==> src/hw/rtl/lssd_pkg.sv <==
// ----------------------------------------------------------------------------
// lssd_pkg
// Types and constants shared by the scan sample deframer modules.
// ----------------------------------------------------------------------------
package lssd_pkg;

  localparam int BYTE_W    = 8;
  localparam int STATUS_W  = 2;
  localparam int QUAL_W    = 6;
  localparam int ANGLE_W   = 15;
  localparam int DIST_W    = 16;
  localparam int REV_W     = 16;
  localparam int MATCH_W   = 3;
  localparam int DESC_LEN  = 7;
  localparam int SMP_LEN   = 5;
  localparam int QDEPTH    = 2;

  localparam logic [BYTE_W-1:0] DESC_B0 = 8'hA5;
  localparam logic [BYTE_W-1:0] DESC_B1 = 8'h5A;
  localparam logic [BYTE_W-1:0] DESC_B2 = 8'h05;
  localparam logic [BYTE_W-1:0] DESC_B3 = 8'h00;
  localparam logic [BYTE_W-1:0] DESC_B4 = 8'h00;
  localparam logic [BYTE_W-1:0] DESC_B5 = 8'h40;
  localparam logic [BYTE_W-1:0] DESC_B6 = 8'h81;

  localparam logic [MATCH_W-1:0] MATCH_FULL = 3'd7;
  localparam logic [MATCH_W-1:0] DESC_LAST  = 3'd6;
  localparam logic [MATCH_W-1:0] SMP_LAST   = 3'd4;

  typedef enum logic [1:0] {
    PH_DESC   = 2'd0,
    PH_SAMPLE = 2'd1,
    PH_HALT   = 2'd2
  } phase_e;

  typedef enum logic [STATUS_W-1:0] {
    ST_DESC_OK  = 2'd0,
    ST_SMP_OK   = 2'd1,
    ST_SMP_BAD  = 2'd2,
    ST_DESC_BAD = 2'd3
  } status_e;

  // One classified record passed from the front to the back.
  typedef struct packed {
    logic                 restart;
    status_e              status;
    logic                 sos;
    logic [QUAL_W-1:0]    quality;
    logic [ANGLE_W-1:0]   angle;
    logic [DIST_W-1:0]    distance;
    logic [MATCH_W-1:0]   matched;
  } entry_t;

  // Queue status seen by its neighbours.
  typedef struct packed {
    logic full;
    logic empty;
  } q_status_t;

  function automatic logic [BYTE_W-1:0] desc_byte(input logic [MATCH_W-1:0] pos);
    logic [BYTE_W-1:0] b;
    case (pos)
      3'd0:    b = DESC_B0;
      3'd1:    b = DESC_B1;
      3'd2:    b = DESC_B2;
      3'd3:    b = DESC_B3;
      3'd4:    b = DESC_B4;
      3'd5:    b = DESC_B5;
      default: b = DESC_B6;
    endcase
    return b;
  endfunction

endpackage

==> src/hw/rtl/lssd_front.sv <==
// ----------------------------------------------------------------------------
// lssd_front
// Matches the response descriptor, gathers sample bytes and classifies.
// ----------------------------------------------------------------------------
module lssd_front (
  input  logic                        clk_i,
  input  logic                        rst_ni,
  input  logic                        beat_i,
  input  logic [lssd_pkg::BYTE_W-1:0] rx_byte_i,
  input  logic                        restart_i,
  output logic                        push_o,
  output lssd_pkg::entry_t            entry_o
);

  lssd_pkg::phase_e              phase_q, phase_d;
  logic [lssd_pkg::MATCH_W-1:0]  pos_q, pos_d;
  logic [lssd_pkg::BYTE_W-1:0]   smp_q [4];
  logic [lssd_pkg::MATCH_W-1:0]  desc_pos;
  logic                          desc_hit;
  logic                          smp_valid;

  // Position is clamped onto the last descriptor byte.
  assign desc_pos  = (pos_q > lssd_pkg::DESC_LAST) ? lssd_pkg::DESC_LAST : pos_q;
  assign desc_hit  = (rx_byte_i == lssd_pkg::desc_byte(desc_pos));
  assign smp_valid = (smp_q[0][0] ^ smp_q[0][1]) & smp_q[1][0];

  // Next state.
  always_comb begin
    phase_d = phase_q;
    pos_d   = pos_q;
    if (beat_i) begin
      if (restart_i) begin
        phase_d = lssd_pkg::PH_DESC;
        pos_d   = '0;
      end else begin
        unique case (phase_q)
          lssd_pkg::PH_DESC: begin
            if (!desc_hit) begin
              phase_d = lssd_pkg::PH_HALT;
              pos_d   = '0;
            end else if (desc_pos == lssd_pkg::DESC_LAST) begin
              phase_d = lssd_pkg::PH_SAMPLE;
              pos_d   = '0;
            end else begin
              pos_d = desc_pos + 3'd1;
            end
          end
          lssd_pkg::PH_SAMPLE: begin
            if (pos_q < lssd_pkg::SMP_LAST) begin
              pos_d = pos_q + 3'd1;
            end else begin
              pos_d = '0;
            end
          end
          default: begin
          end
        endcase
      end
    end
  end

  // Outputs: the record pushed for this beat.
  always_comb begin
    push_o  = 1'b0;
    entry_o = '{restart: 1'b0, status: lssd_pkg::ST_DESC_OK, sos: 1'b0,
                quality: '0, angle: '0, distance: '0, matched: lssd_pkg::MATCH_FULL};
    if (beat_i) begin
      if (restart_i) begin
        push_o          = 1'b1;
        entry_o.restart = 1'b1;
      end else begin
        unique case (phase_q)
          lssd_pkg::PH_DESC: begin
            if (!desc_hit) begin
              push_o          = 1'b1;
              entry_o.status  = lssd_pkg::ST_DESC_BAD;
              entry_o.matched = desc_pos;
            end else if (desc_pos == lssd_pkg::DESC_LAST) begin
              push_o = 1'b1;
            end
          end
          lssd_pkg::PH_SAMPLE: begin
            if (pos_q >= lssd_pkg::SMP_LAST) begin
              push_o = 1'b1;
              if (smp_valid) begin
                entry_o.status   = lssd_pkg::ST_SMP_OK;
                entry_o.sos      = smp_q[0][0];
                entry_o.quality  = smp_q[0][7:2];
                entry_o.angle    = {smp_q[2], smp_q[1][7:1]};
                entry_o.distance = {rx_byte_i, smp_q[3]};
              end else begin
                entry_o.status = lssd_pkg::ST_SMP_BAD;
              end
            end
          end
          default: begin
          end
        endcase
      end
    end
  end

  always_ff @(posedge clk_i or negedge rst_ni) begin
    if (!rst_ni) begin
      phase_q <= lssd_pkg::PH_DESC;
      pos_q   <= '0;
    end else begin
      phase_q <= phase_d;
      pos_q   <= pos_d;
    end
  end

  // Sample bytes are payload; each is written before the check reads it.
  always_ff @(posedge clk_i) begin
    if (beat_i && !restart_i && phase_q == lssd_pkg::PH_SAMPLE
        && pos_q < lssd_pkg::SMP_LAST) begin
      smp_q[pos_q[1:0]] <= rx_byte_i;
    end
  end

endmodule

==> src/hw/rtl/lssd_queue.sv <==
// ----------------------------------------------------------------------------
// lssd_queue
// Short first-in first-out queue of classified records.
// ----------------------------------------------------------------------------
module lssd_queue (
  input  logic                clk_i,
  input  logic                rst_ni,
  input  logic                push_i,
  input  lssd_pkg::entry_t    wdata_i,
  input  logic                pop_i,
  output lssd_pkg::entry_t    rdata_o,
  output lssd_pkg::q_status_t status_o
);

  localparam int AW = $clog2(lssd_pkg::QDEPTH);
  localparam int CW = $clog2(lssd_pkg::QDEPTH + 1);

  lssd_pkg::entry_t mem_q [lssd_pkg::QDEPTH];
  logic [AW-1:0]    wr_ptr_q, rd_ptr_q;
  logic [CW-1:0]    cnt_q;
  logic             do_push, do_pop;

  assign status_o.full  = (cnt_q == CW'(lssd_pkg::QDEPTH));
  assign status_o.empty = (cnt_q == '0);
  assign do_push        = push_i && !status_o.full;
  assign do_pop         = pop_i && !status_o.empty;
  assign rdata_o        = mem_q[rd_ptr_q];

  always_ff @(posedge clk_i or negedge rst_ni) begin
    if (!rst_ni) begin
      wr_ptr_q <= '0;
      rd_ptr_q <= '0;
      cnt_q    <= '0;
    end else begin
      if (do_push) begin
        wr_ptr_q <= (wr_ptr_q == AW'(lssd_pkg::QDEPTH - 1)) ? '0 : wr_ptr_q + 1'b1;
      end
      if (do_pop) begin
        rd_ptr_q <= (rd_ptr_q == AW'(lssd_pkg::QDEPTH - 1)) ? '0 : rd_ptr_q + 1'b1;
      end
      if (do_push && !do_pop) begin
        cnt_q <= cnt_q + 1'b1;
      end else if (do_pop && !do_push) begin
        cnt_q <= cnt_q - 1'b1;
      end
    end
  end

  always_ff @(posedge clk_i) begin
    if (do_push) begin
      mem_q[wr_ptr_q] <= wdata_i;
    end
  end

endmodule

==> src/hw/rtl/lssd_back.sv <==
// ----------------------------------------------------------------------------
// lssd_back
// Counts revolutions and holds the result register towards the consumer.
// ----------------------------------------------------------------------------
module lssd_back #(
  parameter int COUNT_BITS = 16
) (
  input  logic                          clk_i,
  input  logic                          rst_ni,
  input  lssd_pkg::entry_t              entry_i,
  input  lssd_pkg::q_status_t           q_status_i,
  output logic                          pop_o,
  output logic                          out_valid_o,
  input  logic                          out_stall_i,
  output logic [lssd_pkg::STATUS_W-1:0] status_o,
  output logic                          start_of_scan_o,
  output logic [lssd_pkg::QUAL_W-1:0]   quality_o,
  output logic [lssd_pkg::ANGLE_W-1:0]  angle_q6_o,
  output logic [lssd_pkg::DIST_W-1:0]   distance_q2_o,
  output logic [lssd_pkg::REV_W-1:0]    revolutions_o,
  output logic [lssd_pkg::MATCH_W-1:0]  matched_count_o
);

  logic [COUNT_BITS-1:0]      count_q, count_d;
  logic [lssd_pkg::REV_W-1:0] rev_shown;
  logic                       valid_q, valid_d;
  lssd_pkg::entry_t           res_q;
  logic [lssd_pkg::REV_W-1:0] rev_q;
  logic                       load;

  assign pop_o = !q_status_i.empty && (!valid_q || !out_stall_i);
  assign load  = pop_o && !entry_i.restart;

  always_comb begin
    count_d = count_q;
    if (pop_o) begin
      if (entry_i.restart) begin
        count_d = '0;
      end else if (entry_i.status == lssd_pkg::ST_SMP_OK && entry_i.sos && !(&count_q)) begin
        count_d = count_q + 1'b1;
      end
    end
  end

  // The count is shown saturated at the width of the result field.
  generate
    if (COUNT_BITS > lssd_pkg::REV_W) begin : g_clip
      assign rev_shown = (|count_d[COUNT_BITS-1:lssd_pkg::REV_W]) ? '1
                                                                 : count_d[lssd_pkg::REV_W-1:0];
    end else begin : g_ext
      assign rev_shown = lssd_pkg::REV_W'(count_d);
    end
  endgenerate

  always_comb begin
    valid_d = valid_q;
    if (pop_o) begin
      valid_d = !entry_i.restart;
    end else if (!out_stall_i) begin
      valid_d = 1'b0;
    end
  end

  always_ff @(posedge clk_i or negedge rst_ni) begin
    if (!rst_ni) begin
      count_q <= '0;
      valid_q <= 1'b0;
    end else begin
      count_q <= count_d;
      valid_q <= valid_d;
    end
  end

  always_ff @(posedge clk_i) begin
    if (load) begin
      res_q <= entry_i;
      rev_q <= rev_shown;
    end
  end

  assign out_valid_o     = valid_q;
  assign status_o        = res_q.status;
  assign start_of_scan_o = res_q.sos;
  assign quality_o       = res_q.quality;
  assign angle_q6_o      = res_q.angle;
  assign distance_q2_o   = res_q.distance;
  assign revolutions_o   = rev_q;
  assign matched_count_o = res_q.matched;

endmodule

==> src/hw/rtl/lidar_scan_sample_deframer.sv <==
// ----------------------------------------------------------------------------
// lidar_scan_sample_deframer
// Deframes a scanner's scan reply into descriptor and sample results.
// ----------------------------------------------------------------------------
//
//   channel | direction | handshake              | payload
//   --------+-----------+------------------------+----------------------------
//   in      | sink      | in_valid_i/in_stall_o  | rx_byte_i, restart_i
//   out     | source    | out_valid_o/out_stall_i| status, start_of_scan, ...
//
// One byte beat is taken in every cycle while the record queue has room;
// the beat that completes a result writes its record into the queue, from
// where the back loads it into the output register, and the front keeps
// taking bytes while that result waits.
// The rate is set by the front's combinational classification and the
// back's drain of one record per cycle while the output is not stalled.
// Reset clears the phase, the byte position, the queue and the revolution
// count; the block is ready as soon as reset is released.
// A stalled output fills the two-entry queue, after which in_stall_o rises.
//
// The front compares each byte against the expected descriptor byte, then
// gathers four sample bytes and checks the fifth-beat sample. Every beat
// that yields a result, and every restart beat, places one record in the
// queue. The back applies restarts to the revolution count in stream order,
// so a restart never clears the count ahead of results still waiting.
module lidar_scan_sample_deframer #(
  parameter int COUNT_BITS = 16
) (
  input  logic                          clk_i,
  input  logic                          rst_ni,
  input  logic                          in_valid_i,
  output logic                          in_stall_o,
  input  logic [lssd_pkg::BYTE_W-1:0]   rx_byte_i,
  input  logic                          restart_i,
  output logic                          out_valid_o,
  input  logic                          out_stall_i,
  output logic [lssd_pkg::STATUS_W-1:0] status_o,
  output logic                          start_of_scan_o,
  output logic [lssd_pkg::QUAL_W-1:0]   quality_o,
  output logic [lssd_pkg::ANGLE_W-1:0]  angle_q6_o,
  output logic [lssd_pkg::DIST_W-1:0]   distance_q2_o,
  output logic [lssd_pkg::REV_W-1:0]    revolutions_o,
  output logic [lssd_pkg::MATCH_W-1:0]  matched_count_o
);

  logic                beat;
  logic                push;
  logic                pop;
  lssd_pkg::entry_t    wr_entry;
  lssd_pkg::entry_t    rd_entry;
  lssd_pkg::q_status_t q_status;

  // The stall is taken from the queue's full flag alone, so a beat is never
  // accepted without room for the record it may produce.
  assign in_stall_o = q_status.full;
  assign beat       = in_valid_i && !in_stall_o;

  lssd_front u_front (
    .clk_i     (clk_i),
    .rst_ni    (rst_ni),
    .beat_i    (beat),
    .rx_byte_i (rx_byte_i),
    .restart_i (restart_i),
    .push_o    (push),
    .entry_o   (wr_entry)
  );

  lssd_queue u_queue (
    .clk_i    (clk_i),
    .rst_ni   (rst_ni),
    .push_i   (push),
    .wdata_i  (wr_entry),
    .pop_i    (pop),
    .rdata_o  (rd_entry),
    .status_o (q_status)
  );

  lssd_back #(
    .COUNT_BITS (COUNT_BITS)
  ) u_back (
    .clk_i           (clk_i),
    .rst_ni          (rst_ni),
    .entry_i         (rd_entry),
    .q_status_i      (q_status),
    .pop_o           (pop),
    .out_valid_o     (out_valid_o),
    .out_stall_i     (out_stall_i),
    .status_o        (status_o),
    .start_of_scan_o (start_of_scan_o),
    .quality_o       (quality_o),
    .angle_q6_o      (angle_q6_o),
    .distance_q2_o   (distance_q2_o),
    .revolutions_o   (revolutions_o),
    .matched_count_o (matched_count_o)
  );

endmodule

==> config.mk <==
export PLATFORM = sky130hd
export DESIGN_NAME = lidar_scan_sample_deframer
export DESIGN_NICKNAME = d
export VERILOG_FILES = /design/src/hw/rtl/lssd_pkg.sv /design/src/hw/rtl/lssd_front.sv /design/src/hw/rtl/lssd_queue.sv /design/src/hw/rtl/lssd_back.sv /design/src/hw/rtl/lidar_scan_sample_deframer.sv
export SDC_FILE = /design/constraint.sdc
export NUM_CORES = 1
export LEC_CHECK = 0
export ABC_AREA = 1
export BUFFER_PORTS_ARGS = -buffer_cell sky130_fd_sc_hd__buf_2
export CORE_MARGIN = 4
export CORE_UTILIZATION = 62
export CTS_BUF_LIST = sky130_fd_sc_hd__clkbuf_4
export DETAILED_ROUTE_END_ITERATION = 8
export PLACE_DENSITY = 0.87
export SYNTH_ARGS = -nofsm -noshare
export SYNTH_HDL_FRONTEND = slang
export SYNTH_HIERARCHICAL = 1
export SYNTH_SLANG_ARGS = --single-unit
==> constraint.sdc <==
create_clock -name clk_i -period 4.82 [get_ports clk_i]
set_input_delay 0.241 -clock clk_i [delete_from_list [all_inputs] [get_ports clk_i]]
set_output_delay 0.241 -clock clk_i [all_outputs]
set_load 0.005 [all_outputs]
## Yosys cells after proc, flatten, opt, wreduce, memory -nomap -nowiden

Memories as Yosys holds them, arrays and structs flattened.
Cells that the tools add are included.

| cells by class | value |
|---|---|
| add/subtract/negate cells | 7 |
| bitwise logic cells | 2 |
| multiplexer cells | 41 |
| $lt $le $gt $ge | 3 |
| eq/ne operators | 12 |
| reductions and logical operators | 32 |

Operators by type and width:

| operator | count |
|---|---|
| 38-bit 2-to-1 mux | 2 |
| 16-bit 2-to-1 mux | 3 |
| 44-bit 2-to-1 mux | 1 |
| 43-bit 2-to-1 mux | 1 |
| 40-bit 2-to-1 mux | 1 |
| 8-bit one-hot mux with 5 select lines | 1 |
| 3-bit 2-to-1 mux | 7 |
| 16-bit by 1-bit adder with 16-bit output, second input constant | 1 |
| 2-bit 2-to-1 mux | 8 |
| 16-bit AND reduction | 1 |
| 1-bit 2-to-1 mux | 14 |
| 1-bit logical AND | 12 |
| 3-bit equality test, second input constant | 3 |
| 1-bit zero test | 9 |
| 8-bit equality test | 1 |
| 3-bit by 1-bit adder with 3-bit output, second input constant | 2 |
| 3-bit by 2-bit equality test with 1-bit output, second input constant | 2 |
| 3-bit one-hot mux with 2 select lines | 1 |
| 2-bit by 1-bit equality test with 1-bit output, second input constant | 2 |
| 2-bit zero test | 2 |
| 2-bit one-hot mux with 2 select lines | 1 |
| 2-bit nonzero test | 2 |
| 3-bit by 1-bit equality test with 1-bit output, second input constant | 1 |
| 3-bit greater-or-equal comparator, second input constant | 1 |
| other kinds (17) | 18 |

| word-level totals | value |
|---|---|
| word-level logic and storage cells | 113 |
| memories | 2 |
| output and inout port bits | 61 |
| flip-flop bits (word level) | 85 |
| memory bits (writable) | 120 |
| input bits | 13 |

Memories:

| name | words | bits a word | rd ports | clocked after memory_dff | wr ports | RTL line | text |
|---|---|---|---|---|---|---|---|
| u_queue.mem_q | 2 | 44 | 1 | 0 | 1 | lssd_queue.sv:18 | `lssd_pkg::entry_t mem_q [lssd_pkg::QDEPTH];` |
| u_front.smp_q | 4 | 8 | 4 | 0 | 1 | lssd_front.sv:17 | `logic [lssd_pkg::BYTE_W-1:0] smp_q [4];` |

## Logic depth before layout (Yosys ltp)

Gate-level depths: netlist (run 1).

| depth | value |
|---|---|
| depth after elaboration | 15 |
| mapped depth | 19 |
| depth with buffers taken out | 19 |

## Cells and area by module

The synthesis (run 1) kept the hierarchy.

By module, submodules not included:

| module | cells an instance | sequential area each (um^2) | times used | area each (um^2) |
|---|---|---|---|---|
| lssd_queue | 261 | 2742.6 | 1 | 3440.8 |
| lssd_back | 237 | 2197.1 | 1 | 2967.8 |
| lssd_front | 250 | 1086.0 | 1 | 2104.5 |
| lidar_scan_sample_deframer | 2 | 0.0 | 1 | 10.0 |

## Least setup slack after synthesis (run 1)

OpenSTA, ideal clock, no wires.

| path | value |
|---|---|
| path kind | register -> register |
| start | reg u_front/pos_q[1] in the netlist's numbering |
| end | mem u_queue/mem_q[1][0] in the netlist's numbering (enable) |
| path slack | 1061 ps |
| path buffers | 0 |
| clock period less this slack | 3759 ps |
| library setup time | 445 ps |
| data arrival time | 3313 ps |
| cell stages (with the launch flop) | 14 |
| cell sequence | dfrtp_1 -> inv_1 -> ha_1 -> nand2_2 -> nand2_1 -> nand2_1 -> inv_1 -> nand2_1 -> nor2_4 -> nand3_2 -> nand2_2 -> nand3_1 -> o21ai_1 -> nor2_1 |

| on the way | value |
|---|---|
| longest elaborated chain between the ends | 13 |
| elaborated cells between the ends (all ways) | 22 |
| those cells by class | order compare: 2; eq/ne: 7; mux: 10; reduce/logical: 3 |

RTL lines:

| item | RTL line | text |
|---|---|---|
| start, declared | lssd_front.sv:16 | `logic [lssd_pkg::MATCH_W-1:0] pos_q, pos_d;` |
| start signal, assigned | lssd_front.sv:109 | `pos_q <= pos_d;` |
| 3-bit greater-than comparator | lssd_front.sv:23 | `assign desc_pos = (pos_q > lssd_pkg::DESC_LAST) ? lssd_pkg::DESC_LAST : pos_q;` |
| 3-bit 2-to-1 mux | lssd_front.sv:23 |  |
| 3-bit by 2-bit equality test with 1-bit output / 3-bit equality test (equally long branches) | lssd_pkg.sv:62 | `case (pos)` |
| 2-bit OR reduction (no line) | -- |  |
| 8-bit one-hot mux with 5 select lines | lssd_pkg.sv:62 |  |
| 8-bit equality test | lssd_front.sv:24 | `assign desc_hit = (rx_byte_i == lssd_pkg::desc_byte(desc_pos));` |
| 1-bit 2-to-1 mux | lssd_front.sv:74 | `if (!desc_hit) begin` |
| 1-bit one-hot mux with 2 select lines * | lssd_front.sv:72 | `unique case (phase_q)` |
| 1-bit 2-to-1 mux * | lssd_front.sv:68 | `if (restart_i) begin` |
| 1-bit 2-to-1 mux * | lssd_front.sv:67 | `if (beat_i) begin` |
| named net push | lidar_scan_sample_deframer.sv:47 | `logic push;` |
| 1-bit logical AND * | lssd_queue.sv:25 | `assign do_push = push_i && !status_o.full;` |
| 1-bit 2-to-1 mux * | lssd_queue.sv:50 | `if (do_push) begin` |
| 1-bit 2-to-1 mux (not written as such) * | lssd_queue.sv:51 | `mem_q[wr_ptr_q] <= wdata_i;` |
| end, declared | lssd_queue.sv:18 |  |

Mark *: on every way through the listed nets, which the timed path passes. The rest lies on a longest branch.

## Worst setup path after layout (run 1)

| path | value |
|---|---|
| start | reg u_front/pos_q[1] in the netlist's numbering |
| end | mem u_queue/mem_q[0][24] in the netlist's numbering (enable) |

| on the way | value |
|---|---|
| longest elaborated chain between the ends | 13 |
| elaborated cells between the ends (all ways) | 22 |
| those cells by class | order compare: 2; eq/ne: 7; mux: 10; reduce/logical: 3 |

RTL lines:

| item | RTL line | text |
|---|---|---|
| 3-bit greater-than comparator | lssd_front.sv:23 |  |
| 3-bit 2-to-1 mux | lssd_front.sv:23 |  |
| 3-bit by 2-bit equality test with 1-bit output / 3-bit equality test (equally long branches) | lssd_pkg.sv:62 |  |
| 2-bit OR reduction (no line) | -- |  |
| 8-bit one-hot mux with 5 select lines | lssd_pkg.sv:62 |  |
| 8-bit equality test | lssd_front.sv:24 |  |
| 1-bit 2-to-1 mux | lssd_front.sv:74 |  |
| 1-bit one-hot mux with 2 select lines * | lssd_front.sv:72 |  |
| 1-bit 2-to-1 mux * | lssd_front.sv:68 |  |
| 1-bit 2-to-1 mux * | lssd_front.sv:67 |  |
| named net push | lidar_scan_sample_deframer.sv:47 |  |
| 1-bit logical AND * | lssd_queue.sv:25 |  |
| named net u_queue.do_push | lssd_queue.sv:21 | `logic do_push, do_pop;` |
| 1-bit 2-to-1 mux * | lssd_queue.sv:50 |  |
| 1-bit 2-to-1 mux (not written as such) * | lssd_queue.sv:51 |  |

Marks and branches as above.

==> flow_metrics.tcl, run 1 <==
set metrics [dict create \
    status "completed" \
    clk_path_buf_depth 3 \
    hp-class "input port to asynchronous set/reset pin" \
    cts_tree "built" \
    met2_usage_pct 38.7 \
    pwr-share-clk_pct 25.2 \
    clk_pin_slew_worst_paths_ps 70 \
    numPlacedInstances 983 \
    max-cap-violations 0 \
    portBuffers 73 \
    powerDensity_nw_per_um2 563 \
    drc 0 \
    antenna_found_initial 1 \
    layoutNonFillerInstCount 1082 \
    antenna_left 0 \
    leakagePower_nw 4.02 \
    grt_max_degree 46 \
    row_count 42 \
    drtIter0Drc 595 \
    power_frac_comb_pct 23.9 \
    synthTopCellsByArea "edfxtp_1 63%, nand2_1 12%, dfrtp_1 7.6%" \
    relSlewSlack_pct 31.2 \
    end_kind "flop" \
    grt_setup_unrepaired "no" \
    cts.sinks 205 \
    switchingPower_mw 1.73 \
    ioPinCount 74 \
    cts_root_buf "clkbuf_4" \
    ys_seq_elements 205 \
    synth_top_area_share_pct 63.1 \
    syn_avg_cell_area_sq_um 11.4 \
    finalCritPeriodShare_pct 66.5 \
    synthCells 750 \
    setup_viol 0 \
    synth-edff-count 179 \
    vdd_drop_max_uv 230 \
    fin_tns_setup_ps 0 \
    rr_startpoint "u_front/pos_q[1]" \
    gr-usage-met1_pct 28.2 \
    numCtsBuffers 48 \
    synthDistinctLibCells 30 \
    die_area_sq_um 15700 \
    required_ps 5090 \
    core_sq_um 13300 \
    grt_pass1_wl_um 28200 \
    synthTopCellsByCount "271 x nand2_1, 179 x edfxtp_1, 75 x nor2_1, 46 x inv_1, 43 x nand3_1" \
    r2r_cells 16 \
    yosys_warnings 6 \
    async_flop_share_pct 12.7 \
    yosys.area.top_type "edfxtp_1" \
    firstDrtPassIters 6 \
    critical_path.startpoint_type "flop" \
    dpl.hpwl_um 11100 \
    viasPerCell 5.33 \
    htree_levels 2 \
    fmax_mhz 312 \
    grt_pass1_vias 5721 \
    nFillCells 868 \
    grtUsageMet3_pct 5.76 \
    start_util_pct 63.9 \
    max_slew.worst_pin.slew_ps 1030 \
    drive_gt1_share_pct 21.3 \
    cp_num_buf_inv 5 \
    nets 889 \
    die_x_um 125 \
    critPathSlowestCell "inv_1" \
    netlist_area_sq_um 8520 \
    arrival_ps 3470 \
    yosysMostFrequentCell "nand2_1" \
    rrSetupSlack_ps 1620 \
    swShare_pct 31.5 \
    busiest_layer "met2" \
    r2r_end "u_queue/mem_q[0][24]" \
    slowest_delay_ps 530 \
    hold_viol_final 0 \
    synth_nets 771 \
    fin_skew_ps 37.4 \
    wire_per_inst_um 16.0 \
    ys_seq_area_share_pct 70.7 \
    intPower_mw 3.76 \
    worstSetupPathType "flop to flop" \
    die-height_um 125 \
    syn_to_final_growth_pct 14.3 \
    critPathMaxFanout 28 \
    final.min_clock_period_ps 3200 \
    cp_top_family "buffers and inverters" \
    power_frac_seq_pct 50.9 \
    slew_violations 0 \
    cts_hold_buf 11 \
    cts_setup_buffers 0 \
    worstPathCellList "inv_1, ha_1, nand2_2, nand2_1, nand2_1, inv_1, nand2_1, nor2_4, nand3_2, nand2_2, nand3_1, inv_1, nor2_4, nand2_1, inv_1, buf_4" \
    routed_wl_um 17300 \
    cts_resized 0 \
    cp.depth 16 \
    synthFlopType "edfxtp_1" \
    grt_overflow 0 \
    clk_latency_ps 640 \
    grt.total_usage_pct 22.7 \
    finalWeightedCongestion 0.887 \
    vias 5769 \
]
==> cells in the final DEF, fill, tap and decap left out, drive strengths merged <==
cell,Yosys,final
buf,15,78
nand3b,2,2
nand2,278,278
nand4,7,7
xnor2,2,2
dlygate4sd3,0,11
clkinvlp,0,1
diode,0,1
clkinv,0,12
clkbuf,6,72
nor3,8,8
a211oi,1,1
edfxtp,179,179
or2,1,1
dfrtp,26,26
nor2,87,87
bufinv,0,1
a21oi,16,16
ha,8,8
inv,54,55
nand3,51,51
o21ai,9,9
==> layer usage <==
layer | share of wire, % | vias up
met3 | 7.9 | 45
met5 | 0 | -
met2 | 51 | 286
li1 | - | 2766
met1 | 39 | 2672
met4 | 2.7 | 0
==> registers in the layout, summed over array words and instances, names as in the netlist <==
register	cells
u_front/pos_q	3
u_back/quality_o	6
u_back/angle_q6_o	15
u_back/matched_count_o	3
u_queue/wr_ptr_q	1
u_queue/cnt_q	2
u_back/count_q	16
u_front/phase_q	2
u_queue/mem_q	88
u_back/distance_q2_o	16
u_back/out_valid_o	1
u_queue/rd_ptr_q	1
u_front/smp_q	32
u_back/revolutions_o	16
u_back/start_of_scan_o	1
u_back/status_o	2
==> worst max-delay path by stage <==
stage                     startpoint              endpoint  slack (ps)
floorplan           u_front/pos_q[1]   u_queue/mem_q[1][0]        1060
global placement    u_front/pos_q[1]  u_queue/mem_q[0][30]        1740
detailed placement  u_front/pos_q[1]  u_queue/mem_q[0][33]        1630
CTS                 u_front/pos_q[1]  u_queue/mem_q[0][14]        1590
global route        u_front/pos_q[1]  u_queue/mem_q[0][14]        1340
finish              u_front/pos_q[1]  u_queue/mem_q[0][24]        1620
==> metrics by stage <==
step | util (%) | instance area, sq um | hold WS, ps | worst slack (ps) | total power [mW]
4_1_cts | 73.0 | 9740 | 140 | 1590 | 5.54
3_5_place_dp | 67.4 | 9000 | 319 | 1630 | 4.14
5_1_grt | 73.0 | 9740 | 195 | 1340 | 5.84
3_3_place_gp | 67.4 | 9000 | 313 | 1740 | 4.08
2_1_floorplan | - | 8520 | -54.6 | 1060 | 3.60
6_report | 73.0 | 9740 | 187 | 1620 | 5.49
==> area by class of cell <==
| class | count | area (sq um) | area share, % |
|---|---|---|---|
| diodes | 1 | 2.50 | 0.0257 |
| clock buffers | 72 | 541 | 5.55 |
| well taps | 176 | 220 | 2.26 |
| flip-flops and latches | 205 | 6030 | 61.9 |
| inverters | 54 | 205 | 2.11 |
| multi-input cells | 470 | 2150 | 22.0 |
| repair buffers | 89 | 513 | 5.27 |
| clock inverters | 15 | 87.6 | 0.899 |
==> logic make-up after synthesis <==
family | share of synthesized area [%]
AND/OR/NAND/NOR | 22.0
flip-flops | 70.7
buffers and inverters | 4.20
AO/OA/AOI/OAI | 1.69
adder cells (fa/ha/maj) | 1.17
XOR/XNOR | 0.206
==> power by group through the flow <==
| stage | registers, mW | clock network (mW) | logic (mW) |
|---|---|---|---|
| 2_1_floorplan | 2.84 | 0 | 0.766 |
| 3_3_place_gp | 2.81 | 0 | 1.26 |
| 3_5_place_dp | 2.83 | 0 | 1.31 |
| 4_1_cts | 2.80 | 1.41 | 1.33 |
| 5_1_grt | 2.85 | 1.52 | 1.47 |
| 6_report | 2.79 | 1.38 | 1.31 |
Power figures use the tool's default switching activity.
==> inputs of run 2 (changes only) <==
==> constraint.sdc (replaced) <==
create_clock -name clk_i -period 2.96 [get_ports clk_i]
set_input_delay 0.148 -clock clk_i [delete_from_list [all_inputs] [get_ports clk_i]]
set_output_delay 0.148 -clock clk_i [all_outputs]
set_load 0.005 [all_outputs]
==> run 2 against run 1 <==
Against the previous run:
- sequential share of layout area down 0.31 points
- critical path depth is 2 higher
- wire length shrank 5.8%
- final area grew 0.50%
- critical path type unchanged
- setup slack lost 1300 ps
==> flow_metrics.tcl, run 2 (same netlist as run 1, synthesis figures left out) <==
set metrics [dict create \
    fin_skew_ps 35.8 \
    fmax_mhz 378 \
    leakagePower_nw 4.05 \
    antenna_found_initial 1 \
    syn_to_final_growth_pct 14.9 \
    hp-class "input port to asynchronous set/reset pin" \
    grt_max_degree 46 \
    nets 896 \
    end_kind "flop" \
    vias 5715 \
    routed_wl_um 16300 \
    wire_per_inst_um 15.0 \
    holdWs_ps 77.2 \
    final_common_cell "nand2_1" \
    hold_viol_final 0 \
    critPathMaxFanout 7 \
    status "completed" \
    drc 0 \
    ioPinCount 74 \
    arrival_ps 3170 \
    cts_tree "built" \
    vdd_drop_max_uv 471 \
    critPathSlowestCell "dfrtp_1" \
    grt.total_usage_pct 20.8 \
    clk_path_buf_depth 3 \
    die_x_um 125 \
    powerDensity_nw_per_um2 907 \
    slew_violations 0 \
    max-cap-violations 0 \
    grt_pass1_vias 5555 \
    die-height_um 125 \
    start_util_pct 63.9 \
    finalCritPeriodShare_pct 89.4 \
    slowest_delay_ps 460 \
    grt_setup_unrepaired "no" \
    setup_viol 0 \
    seqCellArea_sq_um 6030 \
    worstPathCellList "inv_1, ha_1, nand2_2, nand2_1, nand2_1, inv_1, nand2_2, nor2_4, nand3_2, nand2_2, nand3_1, inv_1, nor2_4, ha_1, inv_1, nand3_1, nand2_1, nand2_1" \
    rr_startpoint "u_front/pos_q[1]" \
    firstDrtPassIters 7 \
    layout_common_cells "271 x nand2_1, 179 x edfxtp_1, 74 x nor2_1" \
    htree_levels 2 \
    die_area_sq_um 15700 \
    drive_gt1_share_pct 21.3 \
    core_sq_um 13300 \
    row_count 42 \
    finalWeightedCongestion 0.891 \
    r2r_end "u_queue/cnt_q[1]" \
    max_slew.worst_pin.slew_ps 738 \
    grt_overflow 0 \
    cts.sinks 205 \
    nFillCells 871 \
    clk_pin_slew_worst_paths_ps 70 \
    relSlewSlack_pct 50.6 \
    largest_reg_flops 88 \
    drtIter0Drc 429 \
    fin_tns_setup_ps 0 \
    portBuffers 73 \
    viasPerCell 5.26 \
    critical_path.startpoint_type "flop" \
    grt_pass1_wl_um 26200 \
    numCtsBuffers 48 \
    r2r_cells 18 \
    cts_root_buf "clkbuf_4" \
    required_ps 3490 \
    largest_register "u_queue/mem_q" \
    clk_latency_ps 630 \
    antenna_left 0 \
    dpl.hpwl_um 10500 \
    final.min_clock_period_ps 2640 \
    worstSetupPathType "flop to flop" \
    rrSetupSlack_ps 320 \
    multi_input_area_sq_um 2150 \
]
==> run 2: cell count changes in the layout (fill, tap and decap cells not counted) <==
cell / change
clkbuf_4: -5
clkinv_2: +1
inv_2: -1
clkinvlp_4: -1
buf_12: +2
clkinv_1: +4
buf_4: +5
==> run 2: repair_timing <==
action	4_1_cts	5_1_grt
hold buffers	11	0
endpoints found under the hold margin	79	0
resized for setup	0	0
buffers inserted	0	0
==> run 2: worst max path at each step <==
stage	from	end	cells past startpoint
5_1_grt	u_front/pos_q[1]	u_queue/cnt_q[1]	18
6_report	u_front/pos_q[1]	u_queue/cnt_q[1]	18
4_1_cts	u_front/pos_q[1]	u_queue/cnt_q[1]	18
3_5_place_dp	u_front/pos_q[1]	u_queue/cnt_q[1]	18
2_1_floorplan	u_front/pos_q[1]	u_queue/mem_q[0][0]	15
3_3_place_gp	u_front/pos_q[1]	u_queue/cnt_q[1]	18
==> run 2: cell type report <==
class / count / area share, %
Tap cell: 176 / 2.25
Antenna cell: 1 / 0.0256
Clock inverter: 18 / 0.984
Clock buffer: 67 / 5.14
Multi-Input combinational cell: 470 / 21.9
Timing Repair Buffer: 96 / 6.03
Inverter: 54 / 2.10
Sequential cell: 205 / 61.5
==> run 2: power by group <==
| group | total [mW] | internal, mW | leakage, nW | switching [mW] |
|---|---|---|---|---|
| registers | 4.49 | 4.26 | 2.04 | 0.238 |
| logic | 2.23 | 0.725 | 1.66 | 1.51 |
| clock network | 2.16 | 1.14 | 0.354 | 1.02 |
==> run 2: stage by stage <==
| step | setup WS (ps) | cell area (sq um) | instances | util (%) | power [mW] |
|---|---|---|---|---|---|
| finish | 315 | 9790 | 1087 | 73.4 | 8.88 |
| global route | 108 | 9790 | 1087 | 73.4 | 9.43 |
| CTS | 315 | 9790 | 1086 | 73.3 | 8.96 |
| detailed placement | 335 | 9080 | 990 | 68.0 | 6.78 |
| global placement | 487 | 9080 | 990 | 68.0 | 6.67 |
| floorplan | 93.9 | 8530 | 750 | - | 5.87 |
==> run 2: worst max-delay path: cells and delay by family (launching register included) <==
family / cells / cell delay [ps]
buffers and inverters: 4 / 500
adder cells (fa/ha/maj): 2 / 650
AND/OR/NAND/NOR: 12 / 980
flip-flops: 1 / 460
==> run 2: metal layers <==
metal	track usage [%]	vias to the layer above	wire length, um
met5	0	-	0
met4	9.06	0	403
met3	3.92	39	1090
met2	35.4	225	8150
met1	26.3	2675	6650
li1	-	2776	-
==> inputs of run 3 (changes only) <==
--- a/config.mk
+++ b/config.mk
@@ -11,7 +11,7 @@
 export CORE_UTILIZATION = 62
 export CTS_BUF_LIST = sky130_fd_sc_hd__clkbuf_4
 export DETAILED_ROUTE_END_ITERATION = 8
-export PLACE_DENSITY = 0.87
+export PLACE_DENSITY = 0.82
 export SYNTH_ARGS = -nofsm -noshare
 export SYNTH_HDL_FRONTEND = slang
 export SYNTH_HIERARCHICAL = 1
==> run 3 against run 2 <==
Against the previous run:
- highest routed layer unchanged
- final area is 0.89% higher
- clock-buffer cell count is 8 higher
- wire length is 3.3% higher
- register-to-register slack better by 50 ps
- largest cell class unchanged
==> flow_metrics.tcl, run 3 (same netlist as run 1, synthesis figures left out) <==
set metrics [dict create \
    status "completed" \
    max-cap-violations 0 \
    finalWeightedCongestion 0.956 \
    cts_tree "built" \
    place_area_sq_um 9090 \
    cts_root_buf "clkbuf_4" \
    fin_tns_setup_ps 0 \
    grt_overflow 0 \
    die-height_um 125 \
    swShare_pct 30.8 \
    grt_pass1_wl_um 27300 \
    wire_per_inst_um 15.4 \
    start_util_pct 63.9 \
    row_count 42 \
    layout_common_cells "271 x nand2_1, 179 x edfxtp_1, 75 x clkbuf_4" \
    switchingPower_mw 2.81 \
    vias 5700 \
    n_antenna_cell 0 \
    required_ps 3490 \
    setup_viol 0 \
    critical_path.startpoint_type "flop" \
    critPathMaxFanout 7 \
    r2r_cells 18 \
    clk_latency_ps 650 \
    power_frac_seq_pct 49.8 \
    grt.total_usage_pct 21.8 \
    relSlewSlack_pct 47.7 \
    htree_levels 2 \
    layoutNonFillerInstCount 1094 \
    pwr-share-clk_pct 26.3 \
    routed_wl_um 16800 \
    antenna_left 0 \
    hp-class "input port to asynchronous set/reset pin" \
    final.min_clock_period_ps 2590 \
    syn_to_final_growth_pct 15.9 \
    largest_reg_flops 88 \
    clk_path_buf_depth 3 \
    grt_pass1_vias 5713 \
    antenna_found_initial 0 \
    clk_pin_slew_worst_paths_ps 70 \
    drtIter0Drc 450 \
    nets 899 \
    vdd_drop_max_uv 487 \
    die_area_sq_um 15700 \
    largest_register "u_queue/mem_q" \
    final_area_sq_um 9880 \
    drc 0 \
    ioPinCount 74 \
    final_common_cell "nand2_1" \
    die_x_um 125 \
    end_kind "flop" \
    max_slew.worst_pin.slew_ps 784 \
    slew_violations 0 \
    arrival_ps 3120 \
    intPower_mw 6.32 \
    grt_max_degree 43 \
    finalCritPeriodShare_pct 87.5 \
    fin_skew_ps 47.7 \
    leakagePower_nw 4.11 \
    viasPerCell 5.21 \
    fmax_mhz 386 \
    worstSetupPathType "flop to flop" \
    drive_gt1_share_pct 22.4 \
    numPlacedInstances 991 \
    hold_viol_final 0 \
    grt_setup_unrepaired "no" \
    core_sq_um 13300 \
    cts.sinks 205 \
    portBuffers 73 \
    numCtsBuffers 50 \
    cts_setup_buffers 0 \
    power_frac_comb_pct 23.9 \
    dpl.hpwl_um 11100 \
    firstDrtPassIters 7 \
    powerDensity_nw_per_um2 924 \
]
==> run 3: cell type report <==
type,count,area (sq um)
multi-input cells,470,2150
inverters,54,205
well taps,176,220
clock inverters,17,119
fillers,908,3470
clock buffers,75,563
repair buffers,97,598
flip-flops and latches,205,6030
==> run 3: path summary, 6_finish.rpt <==
kind | to | slack (ps) | start
max in group asynchronous | u_front/pos_q[1] | 2450 | rst_ni
min reg2reg | u_back/angle_q6_o[3] | 490 | u_queue/mem_q[0][22]
min in group clk_i | u_front/phase_q[1] | 60 | in_valid_i
min | u_back/count_q[8] | 60 | rst_ni
max | u_queue/cnt_q[1] | 370 | u_front/pos_q[1]
max reg2reg | u_queue/cnt_q[1] | 370 | u_front/pos_q[1]
==> run 3: layer usage <==
| metal | global-route usage (%) | wire (um) |
|---|---|---|
| met5 | 0 | 0 |
| met4 | 7.21 | 307 |
| met3 | 5.46 | 1110 |
| met2 | 37.4 | 8540 |
| met1 | 27.3 | 6880 |
==> run 3: stage by stage <==
stage | worst slack, ps | hold slack (ps) | power, mW | utilization (%)
6_report | 369 | 59.1 | 9.13 | 74.0
3_3_place_gp | 462 | 200 | 6.68 | 68.1
4_1_cts | 397 | 19.7 | 9.25 | 74.0
5_1_grt | 159 | 28.1 | 9.72 | 74.0
2_1_floorplan | 93.9 | -148 | 5.87 | -
3_5_place_dp | 396 | 201 | 6.81 | 68.1
==> run 3: what timing repair did <==
item | in CTS | in global routing
hold endpoints to repair | 68 | 0
gates resized for setup | 0 | 0
hold buffers | 11 | 0
==> run 3: worst max-delay path: stages (launching register included) <==
cell and delay (ps):
dfrtp_1 450, inv_1 190, ha_1 290, nand2_2 110, nand2_1 100, nand2_1 60, inv_1 50, nand2_1 80
nor2_4 140, nand3_2 90, nand2_2 90, nand3_1 90, inv_1 100, nor2_4 50, ha_1 330, inv_1 90
nand3_1 80, nand2_1 70, nand2_1 50
==> run 3: power by group through the flow <==
stage / Clock [mW] / Sequential [mW] / Combinational [mW]
floorplan: 0 / 4.61 / 1.26
global route: 2.66 / 4.62 / 2.44
CTS: 2.47 / 4.55 / 2.23
finish: 2.40 / 4.54 / 2.18
global placement: 0 / 4.55 / 2.12
detailed placement: 0 / 4.61 / 2.21
